**src/rtl/core/slrd_pkg.sv**
```systemverilog
// ----------------------------------------------------------------------------
// slrd_pkg
// shared types, record codes and field layout tables for the log deframer
// ----------------------------------------------------------------------------
`default_nettype none

package slrd_pkg;

  // record kinds, in the order they follow a header
  localparam logic [2:0] KIND_ROT      = 3'd0;
  localparam logic [2:0] KIND_ACCEL    = 3'd1;
  localparam logic [2:0] KIND_COMPASS  = 3'd2;
  localparam logic [2:0] KIND_GYRO     = 3'd3;
  localparam logic [2:0] KIND_PRESSURE = 3'd4;
  localparam logic [2:0] KIND_GPS      = 3'd5;
  localparam logic [2:0] KIND_NONE     = 3'd6;
  localparam int         NumKinds      = 6;

  // header flag bit positions
  localparam int HdrGpsBit      = 0;
  localparam int HdrRotBit      = 1;
  localparam int HdrRawBit      = 2;
  localparam int HdrAccelBit    = 3;
  localparam int HdrCompassBit  = 4;
  localparam int HdrGyroBit     = 5;
  localparam int HdrPressureBit = 6;

  localparam int AccBytes = 7;

  typedef struct packed {
    logic                  in_frame;
    logic [NumKinds-1:0]   sel;
    logic [2:0]            kind;
    logic [3:0]            field;
    logic [2:0]            cnt;
    logic [8*AccBytes-1:0] acc;
  } slrd_state_t;

  typedef struct packed {
    logic [2:0]  kind;
    logic [3:0]  index;
    logic [3:0]  nbytes;
    logic [63:0] value;
    logic        last_rec;
    logic        last_frame;
  } slrd_result_t;

  // selected kinds of a header byte
  function automatic logic [NumKinds-1:0] hdr_sel(input logic [7:0] hdr);
    logic [NumKinds-1:0] s;
    s = '0;
    s[KIND_ROT]      = hdr[HdrRotBit];
    s[KIND_ACCEL]    = hdr[HdrRawBit] & hdr[HdrAccelBit];
    s[KIND_COMPASS]  = hdr[HdrRawBit] & hdr[HdrCompassBit];
    s[KIND_GYRO]     = hdr[HdrRawBit] & hdr[HdrGyroBit];
    s[KIND_PRESSURE] = hdr[HdrRawBit] & hdr[HdrPressureBit];
    s[KIND_GPS]      = hdr[HdrGpsBit];
    return s;
  endfunction

  // first selected kind at or after from, KIND_NONE when there is none
  function automatic logic [2:0] next_kind(input logic [2:0] from,
                                           input logic [NumKinds-1:0] sel);
    logic [2:0] nk;
    logic       found;
    nk    = KIND_NONE;
    found = 1'b0;
    for (int k = 0; k < NumKinds; k++) begin
      if (!found && sel[k] && (3'(k) >= from)) begin
        nk    = 3'(k);
        found = 1'b1;
      end
    end
    return nk;
  endfunction

  function automatic logic [3:0] field_count(input logic [2:0] kind);
    logic [3:0] n;
    case (kind)
      KIND_GPS: n = 4'd10;
      default:  n = 4'd5;
    endcase
    return n;
  endfunction

  function automatic logic [3:0] field_size(input logic [2:0] kind,
                                            input logic [3:0] field);
    logic [3:0] s;
    s = 4'd0;
    case (kind)
      KIND_ROT: begin
        case (field)
          4'd0:    s = 4'd4;
          4'd4:    s = 4'd2;
          default: s = 4'd8;
        endcase
      end
      KIND_ACCEL, KIND_COMPASS, KIND_GYRO: begin
        case (field)
          4'd0:    s = 4'd4;
          default: s = 4'd2;
        endcase
      end
      KIND_PRESSURE: begin
        case (field)
          4'd0:    s = 4'd4;
          4'd1:    s = 4'd2;
          default: s = 4'd1;
        endcase
      end
      KIND_GPS: begin
        case (field)
          4'd1, 4'd5, 4'd6: s = 4'd1;
          default:          s = 4'd4;
        endcase
      end
      default: s = 4'd0;
    endcase
    return s;
  endfunction

endpackage

`default_nettype wire

```
**src/rtl/core/slrd_step.sv**
```systemverilog
// ----------------------------------------------------------------------------
// slrd_step
// next-state and field result logic for one stream byte
// ----------------------------------------------------------------------------
`default_nettype none

module slrd_step (
  input  var slrd_pkg::slrd_state_t  st,
  input  wire logic [7:0]            data_byte,
  output var slrd_pkg::slrd_state_t  st_nxt,
  output logic                       emit,
  output var slrd_pkg::slrd_result_t res
);
  import slrd_pkg::*;

  logic [NumKinds-1:0] sel;
  logic [2:0]          nk_hdr;
  logic [2:0]          nk_rec;
  logic [3:0]          size;
  logic [3:0]          count;
  logic [63:0]         value;
  logic                last_rec;
  logic                done;

  assign sel    = hdr_sel(data_byte);
  assign nk_hdr = next_kind(3'd0, sel);
  assign size   = field_size(st.kind, st.field);
  assign count  = field_count(st.kind);
  assign value  = {8'd0, st.acc} | ({56'd0, data_byte} << {st.cnt, 3'b000});
  assign done   = ({1'b0, st.cnt} + 4'd1) >= size;
  assign last_rec = ({1'b0, st.field} + 5'd1) >= {1'b0, count};
  assign nk_rec = next_kind(st.kind + 3'd1, st.sel);

  always_comb begin
    st_nxt         = st;
    emit           = 1'b0;
    res.kind       = st.kind;
    res.index      = st.field;
    res.nbytes     = size;
    res.value      = value;
    res.last_rec   = last_rec;
    res.last_frame = last_rec && (nk_rec == KIND_NONE);
    if (!st.in_frame) begin
      // header byte, dropped when it selects nothing
      if (nk_hdr != KIND_NONE) begin
        st_nxt.in_frame = 1'b1;
        st_nxt.sel      = sel;
        st_nxt.kind     = nk_hdr;
        st_nxt.field    = 4'd0;
        st_nxt.cnt      = 3'd0;
        st_nxt.acc      = '0;
      end
    end else if ((st.kind >= KIND_NONE) || (st.field >= count)) begin
      // broken state, close the frame
      st_nxt = '0;
    end else if (!done) begin
      st_nxt.cnt = st.cnt + 3'd1;
      st_nxt.acc = value[8*AccBytes-1:0];
    end else begin
      emit       = 1'b1;
      st_nxt.cnt = 3'd0;
      st_nxt.acc = '0;
      if (res.last_frame) begin
        st_nxt = '0;
      end else if (last_rec) begin
        st_nxt.kind  = nk_rec;
        st_nxt.field = 4'd0;
      end else begin
        st_nxt.field = st.field + 4'd1;
      end
    end
  end

endmodule

`default_nettype wire

```
**src/rtl/core/sensor_log_record_deframer_core.sv**
```systemverilog
// pipeline: a byte is registered on accept and its field result, if any, is
//   registered in the result register when the byte leaves the input register
// throughput: one byte per clock, unless a byte with a result waits on a held
//   output; the field step between input and result register is combinational
// reset: synchronous active-low rst_n; the block waits for a header byte after it
// ----------------------------------------------------------------------------
// sensor_log_record_deframer_core
// splits a byte-wide sensor log into little-endian fields, one request per field
// ----------------------------------------------------------------------------
`default_nettype none

module sensor_log_record_deframer_core (
  input  wire logic        clk,
  input  wire logic        rst_n,
  // byte stream
  input  wire logic        in_valid,
  output logic             in_stall,
  input  wire logic [7:0]  in_data_byte,
  // field results
  output logic             out_valid,
  input  wire logic        out_stall,
  output logic [2:0]       out_record_kind,
  output logic [3:0]       out_field_index,
  output logic [3:0]       out_field_bytes,
  output logic [63:0]      out_field_value,
  output logic             out_last_of_record,
  output logic             out_last_of_frame
);
  import slrd_pkg::*;

  // input register, also serves as the skid stage while the output is held
  logic         byte_vld_r;
  logic         byte_vld_nxt;
  logic [7:0]   byte_r;

  // parse state
  slrd_state_t  st_r;
  slrd_state_t  st_nxt;
  slrd_result_t res;
  logic         emit;

  // result register
  logic         out_vld_r;
  logic         out_vld_nxt;
  slrd_result_t out_r;

  logic         out_free;
  logic         advance;
  logic         in_take;

  slrd_step u_step (
    .st        (st_r),
    .data_byte (byte_r),
    .st_nxt    (st_nxt),
    .emit      (emit),
    .res       (res)
  );

  // output slot is free when empty or being drained this cycle
  assign out_free = !out_vld_r || !out_stall;
  // a byte that yields no result may move on even while the output is held
  assign advance  = byte_vld_r && (out_free || !emit);
  assign in_stall = byte_vld_r && !advance;
  assign in_take  = in_valid && !in_stall;

  always_comb begin
    byte_vld_nxt = byte_vld_r;
    if (advance) begin
      byte_vld_nxt = 1'b0;
    end
    if (in_take) begin
      byte_vld_nxt = 1'b1;
    end
  end

  always_comb begin
    out_vld_nxt = out_vld_r;
    if (out_free) begin
      out_vld_nxt = advance && emit;
    end
  end

  always_ff @(posedge clk) begin
    if (!rst_n) begin
      byte_vld_r <= 1'b0;
      out_vld_r  <= 1'b0;
      st_r       <= '0;
    end else begin
      byte_vld_r <= byte_vld_nxt;
      out_vld_r  <= out_vld_nxt;
      if (advance) begin
        st_r <= st_nxt;
      end
    end
  end

  // payload registers, no reset
  always_ff @(posedge clk) begin
    if (in_take) begin
      byte_r <= in_data_byte;
    end
    if (advance && emit) begin
      out_r <= res;
    end
  end

  assign out_valid          = out_vld_r;
  assign out_record_kind    = out_r.kind;
  assign out_field_index    = out_r.index;
  assign out_field_bytes    = out_r.nbytes;
  assign out_field_value    = out_r.value;
  assign out_last_of_record = out_r.last_rec;
  assign out_last_of_frame  = out_r.last_frame;

  // no partial field is pending outside a frame
  a_idle_clean: assert property (@(posedge clk) disable iff (!rst_n)
    !st_r.in_frame |-> (st_r.cnt == 3'd0))
    else $error("byte count nonzero outside a frame");

  // the frame closes right after its last field
  a_frame_close: assert property (@(posedge clk) disable iff (!rst_n)
    (advance && emit && res.last_frame) |=> !st_r.in_frame)
    else $error("frame still open after its last field");

  // a frame end is always a record end
  a_frame_rec: assert property (@(posedge clk) disable iff (!rst_n)
    out_vld_r |-> (!out_r.last_frame || out_r.last_rec))
    else $error("frame end without record end");

  // result field sizes stay within one to eight bytes
  a_size: assert property (@(posedge clk) disable iff (!rst_n)
    out_vld_r |-> ((out_r.nbytes != 4'd0) && (out_r.nbytes <= 4'd8)))
    else $error("bad field size on result");

  // an open frame always points at a real record kind
  a_kind: assert property (@(posedge clk) disable iff (!rst_n)
    st_r.in_frame |-> (st_r.kind <= KIND_GPS))
    else $error("open frame with bad record kind");

endmodule

`default_nettype wire

```
**config.mk**
```make
export PLATFORM = sky130hd
export DESIGN_NAME = sensor_log_record_deframer_core
export DESIGN_NICKNAME = d
export VERILOG_FILES = /design/src/rtl/core/slrd_pkg.sv /design/src/rtl/core/slrd_step.sv /design/src/rtl/core/sensor_log_record_deframer_core.sv
export SDC_FILE = /design/constraint.sdc
export NUM_CORES = 1
export LEC_CHECK = 0
export BUFFER_PORTS_ARGS = -buffer_cell sky130_fd_sc_hd__clkbuf_2
export CAP_MARGIN = 20
export CORE_ASPECT_RATIO = 0.5
export CORE_MARGIN = 2
export CORE_UTILIZATION = 57
export CTS_CLUSTER_SIZE = 16
export DETAILED_ROUTE_END_ITERATION = 6
export PLACE_DENSITY = 0.79
export SLEW_MARGIN = 20
export SYNTH_ARGS = -nofsm -noshare
export SYNTH_HDL_FRONTEND = slang
export SYNTH_SLANG_ARGS = --single-unit
```
**constraint.sdc**
```tcl
create_clock -name clk -period 7.1 [get_ports clk]
set_input_delay 0 -clock clk [delete_from_list [all_inputs] [get_ports clk]]
set_output_delay 0 -clock clk [all_outputs]
set_load 0.02 [all_outputs]
```
==> After elaboration in Yosys (flattened, before gate mapping) <==
Index checks and enable logic that the tools add are counted.
{ "classes": {"addsub": 5, "n_mul": 0, "div": 0, "n_lt_le_gt_ge": 10, "eq_ne": 14, "shifts": 1, "mux": 42, "bitwise": 5, "reduce_logical": 49} }
{ "ops": {"columns": ["op", "n"], "rows": [
  ["$mux 73", 3],
  ["$or 56x64->64", 1],
  ["$shl 8x6->64", 1],
  ["$mux 59", 1],
  ["$mux 3", 15],
  ["$logic_and 1x1->1", 21],
  ["$pmux 4 s4", 1],
  ["$logic_not 1->1", 15],
  ["$mux 1", 15],
  ["$mux 14", 1],
  ["$mux 7", 2],
  ["$eq 4x3->1 const B", 3],
  ["$eq 3x3->1 const B", 3],
  ["$ge 4x4->1", 2],
  ["$mux 4", 2],
  ["$pmux 4 s2", 1],
  ["$reduce_and 4->1", 2],
  ["$add 3x1->3 const B", 2],
  ["$eq 3x2->1 const B", 2],
  ["$ge 1x3->1 const A", 2],
  ["$ge 2x3->1 const A", 2],
  ["$ge 3x3->1 const A", 2],
  ["$ne 3x1->1 const B", 2],
  ["$pmux 3 s2", 1],
  ["17 further kinds", 24]
]} }
{ "word_totals": {"reg_bits": 160, "latchBits": 0, "ramBits": 0, "mem_bits_ro": 0, "inputBits": 12, "out_inout_bits": 79, "elab_cells": 141, "mem_count": 0} }

==> Longest topological paths before layout <==
Gate-level depths: netlist of the first run.
{ "logic_depth": {"ltp_word": 30, "mapped_depth": 16, "depth_no_buf": 14} }

==> By module <==
A second synthesis of the first run with hierarchy kept.
{ "unflattened": {"cells_unflattened": 805, "area_unflattened_um2": 8185.4} }
{ "modules_own_cells": {"columns": ["mod", "n_inst", "cells_per_inst", "area_per_inst_um2", "seq_area_each_um2"], "rows": [
  ["sensor_log_record_deframer_core", 1, 412, 5635.4, 4053.9],
  ["slrd_step", 1, 393, 2549.9, 0.0]
]} }

==> Least setup slack after synthesis of the first run <==
No wires, ideal clock.
{ "synth_timing": {"path_type": "register to register", "from": "register st_r[63] (netlist name)", "to": "register out_r (netlist bit out_field_bytes[0]), enable pin", "arrival_time_ps": 5600, "required_time_ps": 6587, "slack_ps": 987, "stages_incl_launch_ff": 10, "path_buffers": 0, "period_less_slack_ps": 6113, "path_cell_list": "dfxtp_1 ha_1 nand2_1 ha_1 nand2b_1 a211oi_1 o2111ai_1 nor3_1 nand2_1 nor2_1"} }
{ "synth_via": {"elab_chain_cells": 11} }
{ "synth_rtl": {"columns": ["element", "line_no", "source"], "rows": [
  ["start, declared", "sensor_log_record_deframer_core.sv:37", "slrd_state_t st_r;"],
  ["start signal, assigned", "sensor_log_record_deframer_core.sv:92", "st_r <= st_nxt;"],
  ["$eq 3x1->1 / $eq 3x2->1 (equally long branches)", "slrd_pkg.sv:90", "case (kind)"],
  ["$reduce_or 3->1", "slrd_pkg.sv:90", null],
  ["$pmux 4 s4", "slrd_pkg.sv:90", null],
  ["$ge 4x4->1", "slrd_step.sv:30", "assign done = ({1'b0, st.cnt} + 4'd1) >= size;"],
  ["$mux 1", "slrd_step.sv:56", "end else if (!done) begin"],
  ["$mux 1 (*)", "slrd_step.sv:53", "end else if ((st.kind >= KIND_NONE) || (st.field >= count)) begin"],
  ["$mux 1 (*)", "slrd_step.sv:43", "if (!st.in_frame) begin"],
  ["$logic_not 1->1", "sensor_log_record_deframer_core.sv:62", "assign advance = byte_vld_r && (out_free || !emit);"],
  ["$logic_or 1x1->1", "sensor_log_record_deframer_core.sv:62", null],
  ["$logic_and 1x1->1", "sensor_log_record_deframer_core.sv:62", null],
  ["$logic_and 1x1->1 (*)", "sensor_log_record_deframer_core.sv:102", "if (advance && emit) begin"],
  ["end signal, assigned", "sensor_log_record_deframer_core.sv:103", "out_r <= res;"],
  ["end, declared", "sensor_log_record_deframer_core.sv:45", "slrd_result_t out_r;"]
]} }
Every way passes the cells marked *; elsewhere a longest branch is shown, timed or not.
A chain may end at the register's enable or synchronous reset.

==> Worst setup path in the final report of the first run <==
{ "layout_timing": {"from": "register st_r[63] (netlist name)", "to": "register out_r (netlist bit out_field_value[41]), enable pin"} }
Same word-level chain as after synthesis.

==> results of run 1 <==
## final timing paths
path	startpoint	to	slack, ps
min reg2reg	st_r[25]	st_r[25]	460
min	in_data_byte[3]	byte_r[3]	300
max	st_r[63]	out_field_value[41]	2830
max reg2reg	st_r[63]	out_field_value[41]	2830
## sequential cells by signal, indices dropped and copies added, names as in the netlist
register            count
byte_r                  8
byte_vld_r              1
out_field_bytes         4
out_field_index         4
out_field_value        64
out_last_of_frame       1
out_last_of_record      1
out_record_kind         3
out_valid               1
st_r                   73
## metrics by stage
| stage | instances | setup WS, ps | utilization | cell area [um^2] |
|---|---|---|---|---|
| 2_1_floorplan | 585 | 987 | - | 6620 |
| 3_3_place_gp | 783 | 2910 | 0.636 | 7090 |
| 3_5_place_dp | 784 | 2890 | 0.636 | 7100 |
| 4_1_cts | 828 | 2830 | 0.701 | 7810 |
| 5_1_grt | 828 | 2570 | 0.702 | 7820 |
| 6_report | 828 | 2830 | 0.702 | 7820 |
## cells by family after synthesis
| kind of cell | after synthesis | synth area share |
|---|---|---|
| compound gates | 182 | 0.193 |
| xor+xnor | 2 | 0.00265 |
| buf+inv | 55 | 0.0376 |
| flops | 160 | 0.612 |
| fa+ha+maj | 23 | 0.0435 |
| simple gates | 163 | 0.111 |
## area by class of cell
class / count / area (um^2) / share of cell area
flip-flops and latches: 160 / 4050 / 0.518
multi-input cells: 370 / 2330 / 0.299
well taps: 145 / 181 / 0.0232
inverters: 15 / 56.3 / 0.00720
clock inverters: 15 / 169 / 0.0216
repair buffers: 106 / 601 / 0.0768
clock buffers: 17 / 425 / 0.0544
## layout by cell type (no fill, tap or decap), types with 13 or more instances in the layout
cell,count
clkbuf_2,90
edfxtp_1,85
nor2_1,80
dfxtp_1,75
a21oi_1,36
a31oi_1,36
nand2_1,33
a21o_1,32
o21bai_1,25
ha_1,23
clkbuf_16,17
inv_1,14
nor2b_1,13
## power by group through the flow
stage                     sequential (uW)  clock [uW]  combinational [uW]
after floorplan                      1020           0                83.3
after global routing                 1000         940                 123
after detailed placement             1020           0                 104
final                                1000         897                 112
after global placement               1020           0                 102
after CTS                            1000         902                 110
## what timing repair did
action	4_1_cts	5_1_grt
hold buffers	12	0
buffers inserted	0	0
endpoints found under the hold margin	14	0
endpoints found under the setup margin	0	0
## per-layer routing
metal / global-route usage / up-vias / routed length, um
met2: 0.393 / 219 / 6990
met3: 0.0470 / 21 / 1110
met1: 0.329 / 2334 / 6420
met5: 0 / - / 0
met4: 0.100 / 0 / 250
li1: - / 2297 / -
==> key figures, run 1 <==
Setup path
  – Worst Reg-to-Reg Cells: 10
  – Slowest stage delay, CP: 530 ps
  – Critical path launch point type: flip-flop
  – Crit-path leading delay family: simple AND/OR/NAND/NOR gates
  – WP data required: 7170 ps
  – Cells along the critical path: ha_1 > nand2_1 > ha_1 > nand2b_1 > a211oi_1 > o2111ai_1 > nor3_1 > nand2_1 > nor2_4 > buf_4
  – Worst Setup End Kind: flip-flop
  – Setup CP Type: flip-flop to flip-flop
  – Buffers & Inverters on Critical Path: 1
  – WP data arrival: 4340 ps
  – Slowest CP cell: dfxtp_1
  – Critical Path Stages: 10
  – CP Max Fanout: 37

Timing
  – RSZ-0062 raised after global routing: false
  – Clk_skew: 11.4 ps
  – TNS Setup: 0 ps
  – Setup violations, final: 0
  – Final hold vios: 0
  – Final slew viol count: 0
  – Max Fclk: 0.234 GHz
  – Worst Tran Pin Value: 1130 ps
  – Final min period: 4270 ps
  – Slew HR: 0.247
  – Fin crit share: 0.601
  – Hold Worst Slack: 296 ps

Synthesis
  – EDFF count, synth: 85
  – Top cell type's share of synthesized area: 0.386
  – Seq/Total Area, Yosys: 0.612
  – Largest area contributor in the netlist: edfxtp_1
  – Synth Register Bits: 160
  – Synthesized net count: 620
  – Most frequent cell after synthesis: edfxtp_1
  – Fraction of registers with async set/reset: 0
  – Mapped Cells: 585
  – Synth Area per Inst: 11.3 um^2
  – Ys flop type: edfxtp_1
  – Top cells by area, synth: edfxtp_1 39%, dfxtp_1 23%, nor2_1 4.6%
  – Yosys warning count: 0
  – Syn Std Cell Area: 6620 um^2
  – Most instantiated cells after synthesis: 85 x edfxtp_1, 81 x nor2_1, 75 x dfxtp_1, 36 x a21oi_1, 36 x a31oi_1
  – Distinct cells, synth: 55

GRT
  – Total grt overflow: 0
  – First-pass GRT wire length: 23200 um
  – Initial antenna violation count: 0
  – Number of global-route vias before repair: 4571
  – Largest net degree at the start of global routing: 57
  – Gr usage total: 0.244

Clock network
  – Clk slew on worst S/H paths: 70 ps
  – Root Driver: clkbuf_16
  – Post-CTS sizing: 0
  – CTS H-tree lvls: 4
  – Max Root-Sink Buffers: 2
  – TritonCTS clock tree: built
  – CTS sink cnt: 160
  – Num CTS Buffers: 17
  – Latest clock arrival within the worst-skew pair: 430 ps

Hold path
  – Hold Crit Depth: 2
  – Worst hold-check path type: input port to flip-flop

Power and ir drop
  – Pwr/cell area: 257 nW/um^2
  – Psw: 519 uW
  – Sw Share: 0.258
  – Clock share of power: 0.446
  – Int Pwr: 1490 uW
  – P_leak: 0.00318 uW
  – Tot Pwr: 2010 uW
  – Power share of the combinational group: 0.056
  – Max IR drop VDD: 175 uV
  – Sequential power share: 0.498

Floorplanning
  – # rows: 27
  – IO Count: 91
  – Chip Width: 156 um
  – Core Area: 11100 um^2
  – Initial Util: 0.594
  – Die height: 80.2 um
  – Die Area: 12500 um^2

Layout
  – Share of layout cells above drive strength 1: 0.204
  – N_diodes: 0
  – Nets: 705
  – Fillers: 795
  – Area Growth Syn to Fin: 18.2%

Drt
  – DRC errors left: 0
  – Routed Antenna Nets: 0
  – Average wire per standard cell: 17.8 um
  – Via count: 4871
  – Initial DRC count: 356
  – Drt pass-1 iters: 5
  – Final WL: 14800 um
  – Via/cell ratio: 5.88

Placement
  – GP Congestion: 0.894
  – Input/output buffers: 90
  – Post-DP HPWL: 9700 um

Job
  – Max-cap violations: 0

Status
  – Outcome: complete, no violations
No activity file was read; power rests on OpenSTA's default activity.
==> inputs of run 2 (changes only) <==
ABC_AREA = 1   (was unset)
CORE_UTILIZATION = 58   (was 57)
PLACE_DENSITY = 0.8   (was 0.79)
clock period = 4.4 ns   (was 7.1 ns; I/O delays follow)
==> key figures, run 2 <==
Floorplanning
  – IO Count: 91 (unchanged)
  – Core Area: 11900 um^2 (was 11100 um^2)
  – # rows: 28 (was 27)
  – Die height: 82.4 um (was 80.2 um)
  – Die Area: 13300 um^2 (was 12500 um^2)
  – Initial Util: 0.599 (was 0.594)
  – Chip Width: 161 um (was 156 um)

Synthesis
  – Synth Area per Inst: 8.57 um^2 (was 11.3 um^2)
  – Ys flop type: edfxtp_1 (unchanged)
  – Top cell type's share of synthesized area: 0.358 (was 0.386)
  – Seq/Total Area, Yosys: 0.568 (was 0.612)
  – Most frequent cell after synthesis: nand2_1 (was edfxtp_1)
  – Yosys warning count: 0 (unchanged)
  – Largest area contributor in the netlist: edfxtp_1 (unchanged)
  – Distinct cells, synth: 30 (was 55)
  – Mapped Cells: 833 (was 585)
  – Top cells by area, synth: edfxtp_1 36%, dfxtp_1 21%, nand2_1 12% (was edfxtp_1 39%, dfxtp_1 23%, nor2_1 4.6%)
  – Fraction of registers with async set/reset: 0 (unchanged)
  – Synth Register Bits: 160 (unchanged)
  – Most instantiated cells after synthesis: 220 x nand2_1, 183 x inv_1, 85 x edfxtp_1, 75 x dfxtp_1, 71 x o21ai_0 (was 85 x edfxtp_1, 81 x nor2_1, 75 x dfxtp_1, 36 x a21oi_1, 36 x a31oi_1)
  – EDFF count, synth: 85 (unchanged)
  – Synthesized net count: 868 (was 620)
  – Syn Std Cell Area: 7140 um^2 (was 6620 um^2)

Setup path
  – R2r startpoint: st_r[59] (was st_r[63])
  – Worst R2R Setup Slack: 650 ps (was 2830 ps)
  – Buffers & Inverters on Critical Path: 7 (was 1)
  – Cells along the critical path: inv_1 > ha_1 > inv_1 > nor3_1 > inv_1 > nand2_1 > a21oi_1 > inv_1 > ha_1 > inv_1 > nor2_1 > o21bai_1 > nand3_1 > nand3_1 > nand2_1 > inv_2 > nand2_2 > o21ai_0 > nand2_1 > inv_1 (was ha_1 > nand2_1 > ha_1 > nand2b_1 > a211oi_1 > o2111ai_1 > nor3_1 > nand2_1 > nor2_4 > buf_4)
  – Setup CP Type: flip-flop to flip-flop (unchanged)
  – Slowest stage delay, CP: 540 ps (was 530 ps)
  – Crit-path leading delay family: simple AND/OR/NAND/NOR gates (unchanged)
  – Worst Setup End Kind: flip-flop (unchanged)
  – CP startpoint: st_r[59] (was st_r[63])
  – Slowest CP cell: nand2_2 (was dfxtp_1)
  – CP Max Fanout: 61 (was 37)
  – WP data arrival: 4110 ps (was 4340 ps)
  – Critical path launch point type: flip-flop (unchanged)
  – WP data required: 4760 ps (was 7170 ps)
  – CP most frequent cell: inv_1

Timing
  – Worst Tran Pin Value: 1040 ps (was 1130 ps)
  – Slew HR: 0.307 (was 0.247)
  – Final min period: 3750 ps (was 4270 ps)
  – Setup violations, final: 0 (unchanged)
  – Max Fclk: 0.267 GHz (was 0.234 GHz)
  – Final slew viol count: 0 (unchanged)
  – RSZ-0062 raised after global routing: false (unchanged)
  – TNS Setup: 0 ps (unchanged)
  – Clk_skew: 8.91 ps (was 11.4 ps)
  – Final hold vios: 0 (unchanged)
  – Fin crit share: 0.851 (was 0.601)

Drt
  – Initial DRC count: 558 (was 356)
  – Average wire per standard cell: 14.2 um (was 17.8 um)
  – Drt pass-1 iters: 7 (was 5)
  – DRC errors left: 1 (was 0)
  – Routed Antenna Nets: 0 (unchanged)
  – Via count: 5707 (was 4871)
  – Final WL: 15800 um (was 14800 um)
  – Via/cell ratio: 5.14 (was 5.88)

Layout
  – Area of the multi-input gates: 2240 um^2 (was 2330 um^2)
  – Nets: 967 (was 705)
  – Area Growth Syn to Fin: 17.5% (was 18.2%)
  – Share of layout cells above drive strength 1: 0.147 (was 0.204)
  – Commonest non-fill, non-tap cell in the layout: nand2_1 (was clkbuf_2)
  – Largest Register: st_r (unchanged)
  – Fillers: 883 (was 795)
  – N_diodes: 0 (unchanged)
  – Most frequent cells in the layout: 220 x nand2_1, 182 x inv_1, 90 x clkbuf_2, 85 x edfxtp_1, 75 x dfxtp_1 (was 90 x clkbuf_2, 85 x edfxtp_1, 80 x nor2_1, 75 x dfxtp_1)
  – Post-Layout Inst Area: 8380 um^2 (was 7820 um^2)
  – Reg area: 4050 um^2 (unchanged)
  – Largest register FFs: 73 (unchanged)

Status
  – Failing checks: DRC
  – Outcome: finished with violations (was complete, no violations)

Placement
  – Placement Cell Area: 7680 um^2 (was 7100 um^2)
  – GP Congestion: 0.872 (was 0.894)
  – Input/output buffers: 90 (unchanged)
  – Post-DP HPWL: 10200 um (was 9700 um)

Power and ir drop
  – P_leak: 0.00430 uW (was 0.00318 uW)
  – Pwr/cell area: 418 nW/um^2 (was 257 nW/um^2)
  – Max IR drop VDD: 320 uV (was 175 uV)

GRT
  – Gr usage total: 0.247 (was 0.244)
  – Largest net degree at the start of global routing: 62 (was 57)
  – M2 GR Usage: 0.417 (was 0.393)
  – Number of global-route vias before repair: 5247 (was 4571)
  – Met1 GRT Util: 0.311 (was 0.329)
  – M3 GR Usage: 0.0564 (was 0.0470)
  – Total grt overflow: 0 (unchanged)
  – Initial antenna violation count: 0 (unchanged)
  – First-pass GRT wire length: 25200 um (was 23200 um)
  – Gr busiest metal: met2 (unchanged)

Job
  – Max-cap violations: 0 (unchanged)

Hold path
  – Worst hold-check path type: input port to flip-flop (unchanged)
  – Min-delay src: in_data_byte[6] (was in_data_byte[3])

Clock network
  – Post-CTS sizing: 0 (unchanged)
  – Root Driver: clkbuf_16 (unchanged)
  – TritonCTS clock tree: built (unchanged)
  – Latest clock arrival within the worst-skew pair: 420 ps (was 430 ps)
  – Max Root-Sink Buffers: 2 (unchanged)
  – Clk slew on worst S/H paths: 70 ps (about the same)
  – CTS sink cnt: 160 (unchanged)
  – Num CTS Buffers: 17 (unchanged)
  – CTS H-tree lvls: 4 (unchanged)
run 2: changes by cell type in the layout (fill, tap and decap cells not counted), moves of 7 or more:
cell      before  now
nor2_1        80   49
nand2_1       33  220
nor3_1         9    1
a21oi_1       36   13
a21o_1        32    0
o21a_1         7    0
inv_1         14  182
o21bai_1      25    4
o21ai_0       12   71
nand4_1        0    7
a31oi_1       36    1
nor2b_1       13    0
nand3_1        4   53
run 2: repair_timing:
item | 4_1_cts | 5_1_grt
buffers inserted | 0 | 0
endpoints found under the hold margin | 18 | 0
hold buffers | 11 | 0
run 2: worst paths after layout:
check,endpoint,cells past startpoint
worst max-delay path,st_r[2],20
worst min-delay path,byte_r[6],2
worst max register to register,st_r[2],20
worst min register to register,out_field_value[8],2
run 2: cell type report:
type | instances | area share
timing repair buffer | 105 | 0.0704
inverter | 187 | 0.0837
clock buffer | 17 | 0.0507
multi-input combinational | 461 | 0.267
sequential | 160 | 0.484
tap | 165 | 0.0246
clock inverter | 15 | 0.0200
run 2: cell families after synthesis:
family          share of synthesized area
compound gates                     0.0664
buf+inv                             0.118
flops                               0.568
fa+ha+maj                          0.0403
xor+xnor                          0.00368
simple gates                        0.203
run 2: worst reg2reg max path, stage by stage, from the launching register on:
cell      delay [ps]
dfxtp_1          480
inv_1            160
ha_1             240
inv_1             70
nor3_1            60
inv_1             90
nand2_1           50
a21oi_1          210
inv_1             70
ha_1             310
inv_1             60
nor2_1            30
o21bai_1         110
nand3_1          130
nand3_1          130
nand2_1          110
inv_2            110
nand2_2          540
o21ai_0          510
nand2_1          130
inv_1             80
run 2: report_power, final:
part / switching, uW / internal [uW] / total [uW]
Combinational: 261 / 112 / 373
Sequential: 38.4 / 1620 / 1650
Clock: 664 / 810 / 1470
run 2: per-stage QoR:
stage	util	power [uW]	cells	hold slack (ps)	setup slack (ps)
after global placement	0.645	2030	1067	178	926
after CTS	0.704	3500	1110	292	737
after global routing	0.704	3630	1110	299	197
after floorplan	-	1950	833	98.9	320
final	0.704	3500	1110	299	654
after detailed placement	0.645	2040	1067	179	810
run 2: metal layers:
layer  vias up  wire, um
met5         -         0
met4         0       466
met3        50      1140
met2       227      7450
met1      2637      6740
li1       2793         -
==> inputs of run 3 (changes only) <==
CORE_ASPECT_RATIO = unset   (was 0.5)
==> key figures, run 3 (synthesis results as in run 2) <==
Status
  – Outcome: complete, no violations (was finished with violations)

Floorplanning
  – Initial Util: 0.594 (was 0.599)
  – IO Count: 91 (unchanged)
  – Chip Width: 115 um (was 161 um)
  – # rows: 40 (was 28)
  – Core Area: 12000 um^2 (was 11900 um^2)
  – Die height: 115 um (was 82.4 um)
  – Die Area: 13200 um^2 (was 13300 um^2)

Drt
  – Drt pass-1 iters: 5 (was 7)
  – M1 wire length: 6870 um (was 6740 um)
  – Met2 WL: 7130 um (was 7450 um)
  – Met3 WL post-DR: 957 um (was 1140 um)
  – Routed Antenna Nets: 0 (unchanged)
  – Via/cell ratio: 5.05 (was 5.14)
  – Top Metal Used: met4 (unchanged)
  – Final WL: 15300 um (was 15800 um)
  – Via count: 5529 (was 5707)
  – DRC errors left: 0 (was 1)
  – Average wire per standard cell: 14.0 um (was 14.2 um)
  – Initial DRC count: 475 (was 558)

Timing
  – Final hold vios: 0 (unchanged)
  – RSZ-0062 raised after global routing: false (unchanged)
  – Final min period: 3610 ps (was 3750 ps)
  – Setup violations, final: 0 (unchanged)
  – Worst Tran Pin Value: 960 ps (was 1040 ps)
  – Clk_skew: 10.6 ps (was 8.91 ps)
  – Fin crit share: 0.821 (was 0.851)
  – Slew HR: 0.358 (was 0.307)
  – Max Fclk: 0.277 GHz (was 0.267 GHz)
  – Post-route setup slack: 786 ps (was 654 ps)
  – Final slew viol count: 0 (unchanged)
  – TNS Setup: 0 ps (unchanged)

GRT
  – Gr usage total: 0.241 (was 0.247)
  – First-pass GRT wire length: 24300 um (was 25200 um)
  – Number of global-route vias before repair: 5050 (was 5247)
  – Largest net degree at the start of global routing: 62 (unchanged)
  – Total grt overflow: 0 (unchanged)
  – Initial antenna violation count: 0 (unchanged)

Placement
  – Post-DP HPWL: 9950 um (was 10200 um)
  – Placement Cell Area: 7710 um^2 (was 7680 um^2)
  – Place WS: 887 ps (was 810 ps)
  – GP Congestion: 0.877 (was 0.872)
  – Input/output buffers: 90 (unchanged)

Clock network
  – TritonCTS clock tree: built (unchanged)
  – Num CTS Buffers: 17 (unchanged)
  – CTS H-tree lvls: 4 (unchanged)
  – Post-CTS Hold Buffers: 11 (unchanged)
  – Post-CTS sizing: 0 (unchanged)
  – Root Driver: clkbuf_16 (unchanged)
  – CTS sink cnt: 160 (unchanged)
  – Max Root-Sink Buffers: 2 (unchanged)
  – Latest clock arrival within the worst-skew pair: 430 ps (was 420 ps)
  – Clk slew on worst S/H paths: 70 ps (about the same)
  – Setup bufs post-CTS: 0 (unchanged)

Layout
  – Largest Register: st_r (unchanged)
  – Fillers: 909 (was 883)
  – Fin util: 0.702 (was 0.704)
  – Largest register FFs: 73 (unchanged)
  – Area of the multi-input gates: 2240 um^2 (unchanged)
  – Area Growth Syn to Fin: 18.1% (was 17.5%)
  – Most frequent cells in the layout: 220 x nand2_1, 182 x inv_1, 90 x clkbuf_2, 85 x edfxtp_1, 75 x dfxtp_1 (unchanged)
  – Post-Layout Inst Area: 8430 um^2 (was 8380 um^2)
  – Reg area: 4050 um^2 (unchanged)
  – N_diodes: 0 (unchanged)
  – Nets: 969 (was 967)
  – Commonest non-fill, non-tap cell in the layout: nand2_1 (unchanged)
  – Share of layout cells above drive strength 1: 0.149 (was 0.147)

Setup path
  – Critical path launch point type: flip-flop (unchanged)
  – WP data required: 4770 ps (was 4760 ps)
  – WP data arrival: 3990 ps (was 4110 ps)
  – Worst Setup End Kind: flip-flop (unchanged)
  – CP Max Fanout: 61 (unchanged)
  – Setup CP Type: flip-flop to flip-flop (unchanged)

Power and ir drop
  – Int Pwr: 2640 uW (was 2540 uW)
  – Pwr/cell area: 420 nW/um^2 (was 418 nW/um^2)
  – Clock share of power: 0.426 (was 0.421)
  – Sw Share: 0.255 (was 0.275)
  – Max IR drop VDD: 254 uV (was 320 uV)
  – Sequential power share: 0.467 (was 0.473)
  – Power share of the combinational group: 0.106 (was 0.107)
  – P_leak: 0.00433 uW (was 0.00430 uW)
  – Psw: 904 uW (was 963 uW)

Job
  – Max-cap violations: 0 (unchanged)

Hold path
  – Worst hold-check path type: input port to flip-flop (unchanged)
run 3: cell types whose count changed in the layout (fill, tap and decap cells not counted), sizes merged:
cell and change:
clkinv +2, buf +2, bufinv +2, inv -5, clkbuf +1
run 3: final cells by class:
type | count | area share
timing repair buffer | 107 | 0.0763
clock buffer | 18 | 0.0509
clock inverter | 14 | 0.0212
sequential | 160 | 0.481
inverter | 187 | 0.0833
tap | 147 | 0.0218
multi-input combinational | 461 | 0.266
run 3: routing by layer:
metal,vias to the layer above,global-route usage
li1,2797,-
met1,2509,0.321
met2,192,0.384
met3,31,0.0522
met4,0,0.104
met5,-,0
run 3: path summary, 6_finish.rpt:
path,startpoint,endpoint,slack (ps),depth (start not counted)
max,st_r[59],st_r[44],790,18
min,in_data_byte[0],byte_r[0],290,2
max reg2reg,st_r[59],st_r[44],790,18
min reg2reg,st_r[55],out_field_value[55],500,2
run 3: through the flow:
stage / hold WS (ps) / std cells / power, uW
after floorplan: 98.9 / 833 / 1950
after global placement: 178 / 1051 / 2040
after detailed placement: 179 / 1051 / 2040
after CTS: 282 / 1094 / 3540
after global routing: 297 / 1094 / 3670
final: 294 / 1094 / 3540
run 3: worst max-delay path, cell delays in order (launching register included):
cell	delay, ps
dfxtp_1	370
inv_1	150
ha_1	200
inv_1	60
o32a_1	340
a21oi_1	160
inv_1	70
ha_1	300
inv_1	60
nor2_1	40
o21bai_1	110
nand3_1	120
nand3_1	130
nand2_1	120
inv_2	110
nand2_2	530
o21ai_0	490
nand2_1	120
inv_1	60
run 3: power by group through the flow:
stage                     Combinational (uW)  Clock, uW  Sequential [uW]
after floorplan                          261          0             1690
after global placement                   352          0             1680
after detailed placement                 357          0             1690
after CTS                                370       1520             1650
after global routing                     421       1590             1660
final                                    376       1510             1650
